### src/hdl/edf_pkg.sv
`default_nettype none
// ----------------------------------------------------------------------------
// EDF scheduler package
// Shared types, constants and codes of the deadline scheduler.
// ----------------------------------------------------------------------------
package edf_pkg;

    localparam int QUEUE_DEPTH_DEF = 16;
    localparam int ID_BITS_DEF     = 8;
    localparam int REL_W           = 30;
    localparam int KEY_W           = 31;
    localparam int CLK_W           = 31;
    localparam int CNT_W           = 16;

    localparam logic [1:0] MODE_TICK   = 2'd0;
    localparam logic [1:0] MODE_CREATE = 2'd1;
    localparam logic [1:0] MODE_YIELD  = 2'd2;
    localparam logic [1:0] MODE_FINISH = 2'd3;

    localparam logic [2:0] ST_NONE  = 3'd0;
    localparam logic [2:0] ST_SEL   = 3'd1;
    localparam logic [2:0] ST_EMPTY = 3'd2;
    localparam logic [2:0] ST_WAIT  = 3'd3;
    localparam logic [2:0] ST_FULL  = 3'd4;

    typedef enum logic [1:0] {
        S_IDLE,
        S_SELECT,
        S_OUT
    } t_state;

    typedef struct packed {
        logic load;
        logic step;
        logic select;
        logic emit;
    } t_cmd;

    typedef struct packed {
        logic [1:0] mode;
        logic       full;
        logic       pending;
    } t_stat;

endpackage
`default_nettype wire

### src/hdl/edf_ctrl.sv
`default_nettype none
// ----------------------------------------------------------------------------
// EDF scheduler controller
// Sequences the step and select phases of one item and the output handshake.
// ----------------------------------------------------------------------------
module edf_ctrl (
    input  wire              i_clk,
    input  wire              i_rst_n,
    input  wire              i_valid,
    output logic             o_stall,
    output logic             o_valid,
    input  wire              i_stall,
    input  edf_pkg::t_stat   i_st,
    output edf_pkg::t_cmd    o_cmd
);

    edf_pkg::t_state r_state, n_state;

    always_ff @(posedge i_clk) begin
        if (!i_rst_n) begin
            r_state <= edf_pkg::S_IDLE;
        end else begin
            r_state <= n_state;
        end
    end

    always_comb begin
        n_state = r_state;
        unique case (r_state)
            edf_pkg::S_IDLE: begin
                if (i_valid) n_state = edf_pkg::S_SELECT;
            end
            edf_pkg::S_SELECT: n_state = edf_pkg::S_OUT;
            edf_pkg::S_OUT: begin
                if (!i_stall) n_state = i_valid ? edf_pkg::S_SELECT : edf_pkg::S_IDLE;
            end
            default: n_state = edf_pkg::S_IDLE;
        endcase
    end

    logic take;

    always_comb begin
        o_cmd   = '0;
        o_stall = 1'b1;
        o_valid = 1'b0;
        take    = 1'b0;
        unique case (r_state)
            edf_pkg::S_IDLE: begin
                o_stall = 1'b0;
                take    = i_valid;
            end
            edf_pkg::S_SELECT: begin
                o_cmd.step = 1'b1;
            end
            edf_pkg::S_OUT: begin
                o_valid = 1'b1;
                o_stall = i_stall;
                take    = i_valid && !i_stall;
            end
            default: ;
        endcase
        o_cmd.load = take;
        o_cmd.emit = (r_state == edf_pkg::S_SELECT);
        o_cmd.select = (r_state == edf_pkg::S_SELECT) && !i_st.full && (
            (i_st.mode == edf_pkg::MODE_TICK && i_st.pending) ||
            i_st.mode == edf_pkg::MODE_YIELD || i_st.mode == edf_pkg::MODE_FINISH);
    end

    a_out_after_sel: assert property (@(posedge i_clk) disable iff (!i_rst_n)
        r_state == edf_pkg::S_SELECT |=> o_valid)
        else $error("no result after select");
    a_no_take_sel: assert property (@(posedge i_clk) disable iff (!i_rst_n)
        r_state == edf_pkg::S_SELECT |-> o_stall && !o_cmd.load)
        else $error("item taken while busy");
    a_sel_in_step: assert property (@(posedge i_clk) disable iff (!i_rst_n)
        o_cmd.select |-> o_cmd.step)
        else $error("select outside step");

endmodule
`default_nettype wire

### config.mk
export PLATFORM = sky130hd
export DESIGN_NAME = edf_ctrl
export DESIGN_NICKNAME = d
export VERILOG_FILES = /design/src/hdl/edf_pkg.sv /design/src/hdl/edf_ctrl.sv
export SDC_FILE = /design/constraint.sdc
export NUM_CORES = 1
export LEC_CHECK = 0
export ABC_CLOCK_PERIOD_IN_PS = 1100
export BUFFER_PORTS_ARGS = -buffer_cell sky130_fd_sc_hd__buf_2
export CAP_MARGIN = 10
export CORE_AREA = 2 2 39 41
export CTS_BUF_LIST = sky130_fd_sc_hd__clkbuf_2 sky130_fd_sc_hd__clkbuf_4 sky130_fd_sc_hd__clkbuf_8
export DETAILED_ROUTE_END_ITERATION = 16
export DIE_AREA = 0 0 41 43
export PLACE_DENSITY = 0.4
export RECOVER_POWER = 100
export SYNTH_ARGS = -nofsm -noshare
export SYNTH_HDL_FRONTEND = slang
export SYNTH_SLANG_ARGS = --single-unit
### constraint.sdc
create_clock -name i_clk -period 1.1 [get_ports i_clk]
set_input_delay 0.165 -clock i_clk [delete_from_list [all_inputs] [get_ports i_clk]]
set_output_delay 0.165 -clock i_clk [all_outputs]
set_load 0.05 [all_outputs]
* Yosys cells after proc, flatten, opt, wreduce, memory -nomap -nowiden *
Cells that the tools add are included.

storage, ports and cells
  register bits after elaboration = 2
  output and inout port bits = 6

operators by class
  equality and inequality tests = 6
  multiplexer cells = 8
  reduce and logical (&&, ||, !) cells = 11

operators by type and width
  kind                                                                    count
  2-bit equality test (second input constant)                             3
  2-bit case mux with 3 select lines                                      1
  1-bit logical AND                                                       4
  2-bit zero test                                                         2
  2-bit 2-to-1 mux                                                        2
  2-bit != test (second input constant)                                   2
  1-bit case mux with 2 select lines                                      2
  1-bit 2-to-1 mux                                                        3
  2-bit by 1-bit equality test with 1-bit output (second input constant)  1
  1-bit zero test                                                         2
  1-bit logical OR                                                        2
  2-bit AND reduction                                                     1

* Logic depth before layout (Yosys ltp) *
Gate-level depths: netlist of the first run.

  depth after elaboration = 5
  depth in mapped cells = 3
  mapped depth without buffers = 2

* Worst setup path before layout of the first run *
No wires, ideal clock.

  kind = register to output
  start = register r_state[0]
  end = output o_cmd[1] (netlist bit)
  arrival = 1171 ps
  path slack = -236 ps
  stages on the path, launching flop included = 3
  path buffers = 0
  cells stage by stage = dfxtp_1 nand2b_4 a211oi_2

RTL lines
  item                      line            source
  start: declaration        edf_ctrl.sv:17  edf_pkg::t_state r_state, n_state;
  start signal: assignment  edf_ctrl.sv:21  r_state <= edf_pkg::S_IDLE;
  start signal: assignment  edf_ctrl.sv:23  r_state <= n_state;
  end: declaration          edf_ctrl.sv:14  output edf_pkg::t_cmd o_cmd

==> results.md, run 1 <==
* Post-route insts no fill at 47
* Die width at 41 um
* Routability congestion estimate at 0.5519
* Cell internal pwr at 0.0002541 W
* Failing checks: setup timing
* Min Tclk post-route at 1204 ps
* Core Region at 0.001384 mm^2
* TritonCTS clock tree: yes
* Crit Path Class: reg2out
* Final nets at 41
* DIE HEIGHT at 43 um
* Setup violators final at 5
* Clock power frac at 43.3%
* Final WL at 331 um
* Initial antenna violation count at 0
* Num CTS Buffers at 3
* Synthesis-to-finish area growth at 92.86%
* Antenna Nets Post-Route at 0
* Largest net degree at the start of global routing at 7
* Cell Area, Synth at 157.7 um^2
* Io pins at 14
* Startpoint Class: flop
* Leading cell type in the layout, fill and taps excluded: buf_2
* Fin. Hold Viols at 0
* Part of the power in registers at 22.2%
* Pwr per Cell Area at 1236 mW/mm^2
* CP arrival at 1040 ps
* Unrepaired setup endpoints after global routing: yes
* # DRC at 0
* Clock skew at 4.752 ps
* Max reg flops at 2
* Commonest non-fill, non-tap cells in the layout: buf_2, buf_6, clkbuf_4
* Clk pin slew, worst setup/hold paths at 30 ps
* Vias in the first global route at 138
* Tot GR Track Use at 4.208%
* Layout cell share with drive strength beyond 1 at 80.65%
* WL/cell at 7.043 um
* Max Fclk at 0.8309 GHz
* Port bufs at 13
* Worst slew margin at 88.27%
* CTS max path bufs at 2
* Synth unique cells at 12
* MaxCap Viol Count at 0
* Worst-margin pin slew at 175.3 ps
* Clock Tree Root: clkbuf_4
* Hold Crit Class: in2reg
* Max FO, Critical Path at 3
* Yosys reg bits at 2
* Grt ovf at 0
* CTS Sinks at 2
* Required time of the critical path at 940 ps
* Sequential-to-total area share from yosys stat at 25.40%
* Starting Density at 11.39%
* Regs by FF count: r_state (2)
* Net Sw Frac at 32.38%
* CTS HTree Levels at 1
* Setup crit end kind: primary output
* Tot Pwr at 0.0003757 W
* Worst-Skew Late Latency at 220 ps
* Die ar. at 0.001763 mm^2
* TritonRoute pass-1 iters at 2
* Net Switching at 0.0001217 W
* Mean Syn Cell Area at 9.274 um^2
* Via density at 3.277
* Slew Viols, Final at 0
* Pre-CTS setup slack at -6.112 ps
* Initial DRC Count at 1
* Worst VDD drop at 0.3759 mV
* Row count at 14
* Vias at 154
* Mapped Cells at 17
* Final Worst Setup Slack at -103.6 ps
* First-pass GRT wire length at 503 um
* Combinational power share at 34.5%
* Status: complete, but fails checks
* ANT cells at 0
* P_leak at 0.1492 nW
* Most flops, register: r_state
* Mapped Nets at 25
* Period utilization at 109.4%
* Yosys Warn Count at 0
* Placed Instances at 43
* Filler instances at 154
==> layer usage <==
metal / wire, um / global-route usage (%)
met1: 157 / 5.431
met2: 148 / 5.625
met3: 26 / 0.5236
met4: 0 / 4.000
met5: 0 / 0
==> cell usage after synthesis, drive strengths merged <==
cell	number	share of area (%)
a211oi	1	7.9
dfxtp	2	25
nand2	1	2.4
nand3b	1	4.8
and3b	1	6.3
nand2b	3	17
and4b	1	7.1
and2b	1	5.6
buf	3	14
inv	2	4.8
a21boi	1	4.8
==> repair_timing <==
item | CTS | global route
gates resized for setup | 16 | 1
buffers inserted | 1 | 0
pin swaps | 1 | 0
hold buffers | 0 | 0
endpoints found under the setup margin | 6 | 6
==> per-stage QoR <==
stage          util, %  instance area (um^2)  hold slack, ps  TNS, ps
2_1_floorplan        -                 165.2           318.1        0
3_3_place_gp     16.46                 227.7           419.2  -0.2564
3_5_place_dp     16.46                 227.7           436.9   -6.112
4_1_cts          21.88                 302.8           206.1   -281.2
5_1_grt          21.97                 304.0           221.7   -412.1
6_report         21.97                 304.0           215.8   -229.0
==> logic make-up (layout without fill, tap and decap cells) <==
family                 Yosys count  count (layout)  synth area share, %
buffers and inverters            5              19                19.05
DFF                              2               2                25.40
and+or+nand+nor                  8               8                42.85
AOI/OAI and AO/OA                2               2                12.70
==> worst paths after layout <==
path	slack (ps)	cells after the start	from	to
max	-100	3	r_state[1]	o_cmd[1]
min reg2reg	540	2	r_state[0]	r_state[1]
max reg2reg	380	2	r_state[1]	r_state[0]
min	220	2	i_rst_n	r_state[1]
==> worst max-delay path: stages, from the launching register on <==
cell and delay (ps):
dfxtp_2 310, nand2b_4 150, a211oi_4 160, buf_6 190
==> power by group through the flow <==
stage	clock network [W]	registers, W	logic [W]
after floorplan	0	0.0000826	0.0000865
after global placement	0	0.0000838	0.000103
after detailed placement	0	0.0000838	0.000104
after CTS	0.000169	0.0000821	0.000128
after global routing	0.000174	0.0000839	0.000137
final	0.000163	0.0000834	0.000130
==> area by class of cell <==
type                            count  area (um^2)  area share (%)
Timing Repair Buffer               14        113.9           37.45
Multi-Input combinational cell     10        97.59           32.10
Sequential cell                     2        42.54           13.99
Clock buffer                        3        22.52           7.407
Tap cell                           16        20.02           6.584
Inverter                            2        7.507           2.469
Power figures use the tool's default switching activity.
==> run 2, diff against run 1 <==
Settings changed: BUFFER_PORTS_ARGS -buffer_cell sky130_fd_sc_hd__buf_2 to unset, DONT_BUFFER_PORTS set to 1, PLACE_DENSITY 0.4 to 0.31.
==> run 2 against run 1 <==
Effect of this change:
- the flow still finishes with violations (setup timing)
- die area is the same
- core utilization down 3.3 points
- largest cell class is now multi-input combinational cells
- global-route usage down 0.50 points
- first-iteration DRC count down 100%
- final cell count down 21%
==> results.md, run 2 (same netlist as run 1, synthesis figures left out) <==
* Post-route insts no fill at 37
* Final WL at 296 um
* Unrepaired setup endpoints after global routing: yes
* CP Buf/Inv Count at 1
* Slowest cell on the critical path: dfxtp_2
* CTS HTree Levels at 1
* Required time of the critical path at 940 ps
* Worst VDD drop at 0.4520 mV
* Cell internal pwr at 0.0002431 W
* Largest net degree at the start of global routing at 7
* CTS Sinks at 2
* Part of the power in registers at 23.5%
* Via density at 3.378
* Commonest non-fill, non-tap cells in the layout: clkbuf_4, buf_12, nand2b_1, dfxtp_2
* WL/cell at 8.000 um
* Clock skew at 3.353 ps
* Final Worst Setup Slack at -116.0 ps
* Most flops, register: r_state
* Clk pin slew, worst setup/hold paths at 30 ps
* Vias in the first global route at 126
* CTS max path bufs at 2
* Row count at 14
* Hold Crit Class: in2reg
* Layout cell share with drive strength beyond 1 at 71.43%
* Die width at 41 um
* Period utilization at 110.5%
* Slew Viols, Final at 0
* Worst slew margin at 82.47%
* Clock power frac at 44.8%
* Core Region at 0.001384 mm^2
* Initial antenna violation count at 0
* Num CTS Buffers at 3
* Max Fclk at 0.8224 GHz
* Filler instances at 152
* Worst-Skew Late Latency at 220 ps
* Placed Instances at 33
* Pre-CTS setup slack at 74.90 ps
* Starting Density at 11.39%
* Routability congestion estimate at 0.4938
* Min Tclk post-route at 1216 ps
* CP arrival at 1050 ps
* Initial DRC Count at 0
* P_leak at 0.1053 nW
* TritonCTS clock tree: yes
* MaxCap Viol Count at 0
* First-pass GRT wire length at 427 um
* Vias at 125
* Status: complete, but fails checks
* Crit path largest cell delay at 320 ps
* Setup crit end kind: primary output
* Net Sw Frac at 31.57%
* Worst-path cell chain: nand2b_4, a211oi_4, buf_12
* Top delay family on crit path: flip-flops
* Max reg flops at 2
* Max FO, Critical Path at 4
* Worst-margin pin slew at 263.7 ps
* Clock Tree Root: clkbuf_4
* ANT cells at 0
* Io pins at 14
* Port bufs at 0
* # DRC at 0
* TritonRoute pass-1 iters at 1
* Regs by FF count: r_state (2)
* Synthesis-to-finish area growth at 63.49%
* Worst hold margin at 96.32 ps
* Combinational power share at 31.7%
* Pwr per Cell Area at 1378 mW/mm^2
* Net Switching at 0.0001122 W
* Die ar. at 0.001763 mm^2
* Fin. Hold Viols at 0
* Setup_tns at -371.5 ps
* Final nets at 31
* Startpoint Class: flop
* Failing checks: setup timing
* DIE HEIGHT at 43 um
* Grt ovf at 0
* Tot GR Track Use at 3.707%
* Antenna Nets Post-Route at 0
* Crit Path Class: reg2out
* Setup violators final at 5
-- run 2: cell count changes in the layout (fill, tap and decap cells not counted) --
cell and change:
buf_2 -7, buf_6 -5, buf_12 +3, buf_8 -1, inv_1 -1, inv_4 +1
nand2_1 +1, nand2_2 -1
-- run 2: routing by layer --
| metal | routed length (um) | vias up | GRT usage (%) |
|---|---|---|---|
| met3 | 45 | 0 | 4.712 |
| met1 | 103 | 54 | 3.195 |
| met2 | 146 | 10 | 5.625 |
| met4 | 0 | 0 | 0 |
| met5 | 0 | - | 0 |
| li1 | - | 61 | - |
-- run 2: final timing paths --
path,startpoint,endpoint,slack (ps),cells after the start
worst max register to register,r_state[1],r_state[0],340,2
worst max-delay path,r_state[1],o_cmd[1],-120,3
worst min register to register,r_state[1],r_state[1],490,2
worst min-delay path,i_rst_n,r_state[1],100,1
-- run 2: cell type report --
class	count	area [um^2]	area share, %
multi-input combinational	10	95.09	36.89
timing repair buffer	4	67.56	26.21
sequential	2	42.54	16.50
clock buffer	3	22.52	8.738
tap	16	20.02	7.767
inverter	2	10.01	3.883
-- run 2: power groups by stage --
stage               Sequential [W]  Clock (W)  Combinational (W)
finish                   0.0000836   0.000159           0.000112
global route             0.0000846   0.000173           0.000116
CTS                      0.0000838   0.000165           0.000109
detailed placement       0.0000837          0           0.000108
global placement         0.0000835          0           0.000108
floorplan                0.0000826          0          0.0000865
-- run 2: timing repair --
| item | in CTS | in global routing |
|---|---|---|
| gates cloned | 0 | 0 |
| hold buffers | 0 | 0 |
| pin swaps | 1 | 0 |
| endpoints found under the setup margin | 6 | 6 |
| setup buffers | 0 | 1 |
| resized for setup | 3 | 1 |
-- run 2: metrics by stage --
| step | utilization, % | power [W] | area, um^2 |
|---|---|---|---|
| after floorplan | - | 0.0001691 | 165.2 |
| after global placement | 16.09 | 0.0001918 | 222.7 |
| after detailed placement | 16.09 | 0.0001921 | 222.7 |
| after CTS | 17.90 | 0.0003584 | 247.7 |
| after global routing | 18.63 | 0.0003737 | 257.7 |
| final | 18.63 | 0.0003553 | 257.7 |
==> run 3, diff against run 2 <==
==> constraint.sdc (replaced) <==
create_clock -name i_clk -period 1.1 [get_ports i_clk]
set_input_delay 0.22 -clock i_clk [delete_from_list [all_inputs] [get_ports i_clk]]
set_output_delay 0.22 -clock i_clk [all_outputs]
set_load 0.05 [all_outputs]
==> run 3 against run 2 <==
Effect of this change:
- the run still ends with setup timing left
- die area is the same
- maximum frequency is 5.9% lower
- clock skew hardly changed
- via count down 0.80%
==> results.md, run 3 (same netlist as run 1, synthesis figures left out) <==
* Fin. Hold Viols at 0
* Worst-margin pin slew at 264.3 ps
* R2R depth at 2
* Core Region at 0.001384 mm^2
* TritonCTS clock tree: yes
* # DRC at 0
* CP arrival at 1070 ps
* Initial DRC Count at 0
* Setup_tns at -555.1 ps
* Io pins at 14
* Die width at 41 um
* CTS HTree Levels at 1
* Row count at 14
* Slowest cell on the critical path: dfxtp_2
* DIE HEIGHT at 43 um
* Startpoint Class: flop
* Worst hold margin at 148.4 ps
* P_leak at 0.1090 nW
* Worst slew margin at 82.44%
* Layout cell share with drive strength beyond 1 at 70.00%
* Pwr per Cell Area at 1391 mW/mm^2
* Worst VDD drop at 0.3289 mV
* TritonRoute pass-1 iters at 1
* Required time of the critical path at 880 ps
* Antenna Nets Post-Route at 0
* Initial antenna violation count at 0
* Failing checks: setup timing
* Unrepaired setup endpoints after global routing: yes
* Regs by FF count: r_state (2)
* Filler instances at 158
* CTS Sinks at 2
* Final core utilization at 18.44%
* Clock Tree Root: clkbuf_4
* Post-route insts no fill at 36
* Final Worst Setup Slack at -192.0 ps
* Commonest non-fill, non-tap cells in the layout: clkbuf_4, buf_12, nand2b_4, inv_1, dfxtp_2
* Port bufs at 0
* Most flops, register: r_state
* Setup crit start: r_state[1]
* MaxCap Viol Count at 0
* Clk pin slew, worst setup/hold paths at 30 ps
* WL/cell at 9.556 um
* Period utilization at 117.5%
* Hold Crit Class: in2reg
* Starting Density at 11.39%
* Post-CTS Setup Repair Bufs at 0
* Max FO, Critical Path at 4
* Slew Viols, Final at 0
* CTS max path bufs at 2
* First-pass GRT wire length at 621 um
* Routability congestion estimate at 0.5175
* Worst-path cell chain: nand2b_4, a211oi_4, buf_12
* CTS Hold Buffers Added at 0
* Status: complete, but fails checks
* Crit path to: o_cmd[1]
* Min Tclk post-route at 1292 ps
* Largest net degree at the start of global routing at 7
* Die ar. at 0.001763 mm^2
* Tot GR Track Use at 5.506%
* Crit path largest cell delay at 320 ps
* Max reg flops at 2
* Placed Instances at 33
* Grt ovf at 0
* Clock skew at 3.042 ps
* R2R Path End: r_state[0]
* ANT cells at 0
* Reg-to-reg startpoint: r_state[1]
* Crit Path Class: reg2out
* Max Fclk at 0.7740 GHz
* Vias in the first global route at 151
* Synthesis-to-finish area growth at 61.91%
* Via density at 3.444
* Setup violators final at 6
* Final WL at 344 um
* R2r setup slk at 330 ps
* Worst-Skew Late Latency at 220 ps
* Setup crit end kind: primary output
* Vias at 124
* Num CTS Buffers at 3
* Final nets at 30
run 3: cell count changes in the layout (fill, tap and decap cells not counted), sizes merged:
cell,change
buf,-1
run 3: worst min path at each step:
| stage | slack (ps) | from | end | cells after the start |
|---|---|---|---|---|
| 2_1_floorplan | 370 | i_rst_n | r_state[1] | 1 |
| 3_3_place_gp | 380 | i_rst_n | r_state[1] | 1 |
| 3_5_place_dp | 380 | i_rst_n | r_state[1] | 1 |
| 4_1_cts | 140 | i_rst_n | r_state[1] | 1 |
| 5_1_grt | 150 | i_rst_n | r_state[1] | 1 |
| 6_report | 150 | i_rst_n | r_state[1] | 1 |
run 3: per-stage QoR:
| step | worst slack (ps) | power [W] | instance area (um^2) |
|---|---|---|---|
| 6_report | -192.0 | 0.0003552 | 255.2 |
| 4_1_cts | -213.2 | 0.0003666 | 255.2 |
| 3_5_place_dp | 43.19 | 0.0001954 | 232.7 |
| 2_1_floorplan | -42.45 | 0.0001722 | 175.2 |
| 3_3_place_gp | 52.62 | 0.0001944 | 232.7 |
| 5_1_grt | -237.8 | 0.0003840 | 255.2 |
run 3: final cells by class:
type | instances | area (um^2) | share of cell area, %
timing repair buffer | 3 | 60.06 | 23.53
sequential | 2 | 42.54 | 16.67
tap | 16 | 20.02 | 7.843
inverter | 2 | 7.507 | 2.941
clock buffer | 3 | 22.52 | 8.824
multi-input combinational | 10 | 102.6 | 40.20
run 3: layer usage:
metal | track usage (%) | routed length (um) | vias to the layer above
met5 | 0 | 0 | -
met4 | 4.000 | 0 | 0
met3 | 3.141 | 68 | 0
met2 | 7.500 | 148 | 11
met1 | 6.051 | 127 | 54
li1 | - | - | 59
run 3: power by group:
group	leakage [nW]	switching (W)	internal, W	total, W
registers	0.0172	0.00000531	0.0000784	0.0000837
logic	0.0780	0.0000667	0.0000432	0.000110
clock network	0.0138	0.0000413	0.000120	0.000162
total	0.109	0.000113	0.000242	0.000355
run 3: worst max-delay path, delay by kind of cell, from the launching register on:
family / cells / cell delay, ps
compound gates: 1 / 200
simple gates: 1 / 150
flops: 1 / 320
buf+inv: 1 / 170
run 3: what timing repair did:
| item | in CTS | in global routing |
|---|---|---|
| endpoints found under the setup margin | 6 | 6 |
| gates resized for setup | 0 | 0 |
| pin swaps | 1 | 0 |
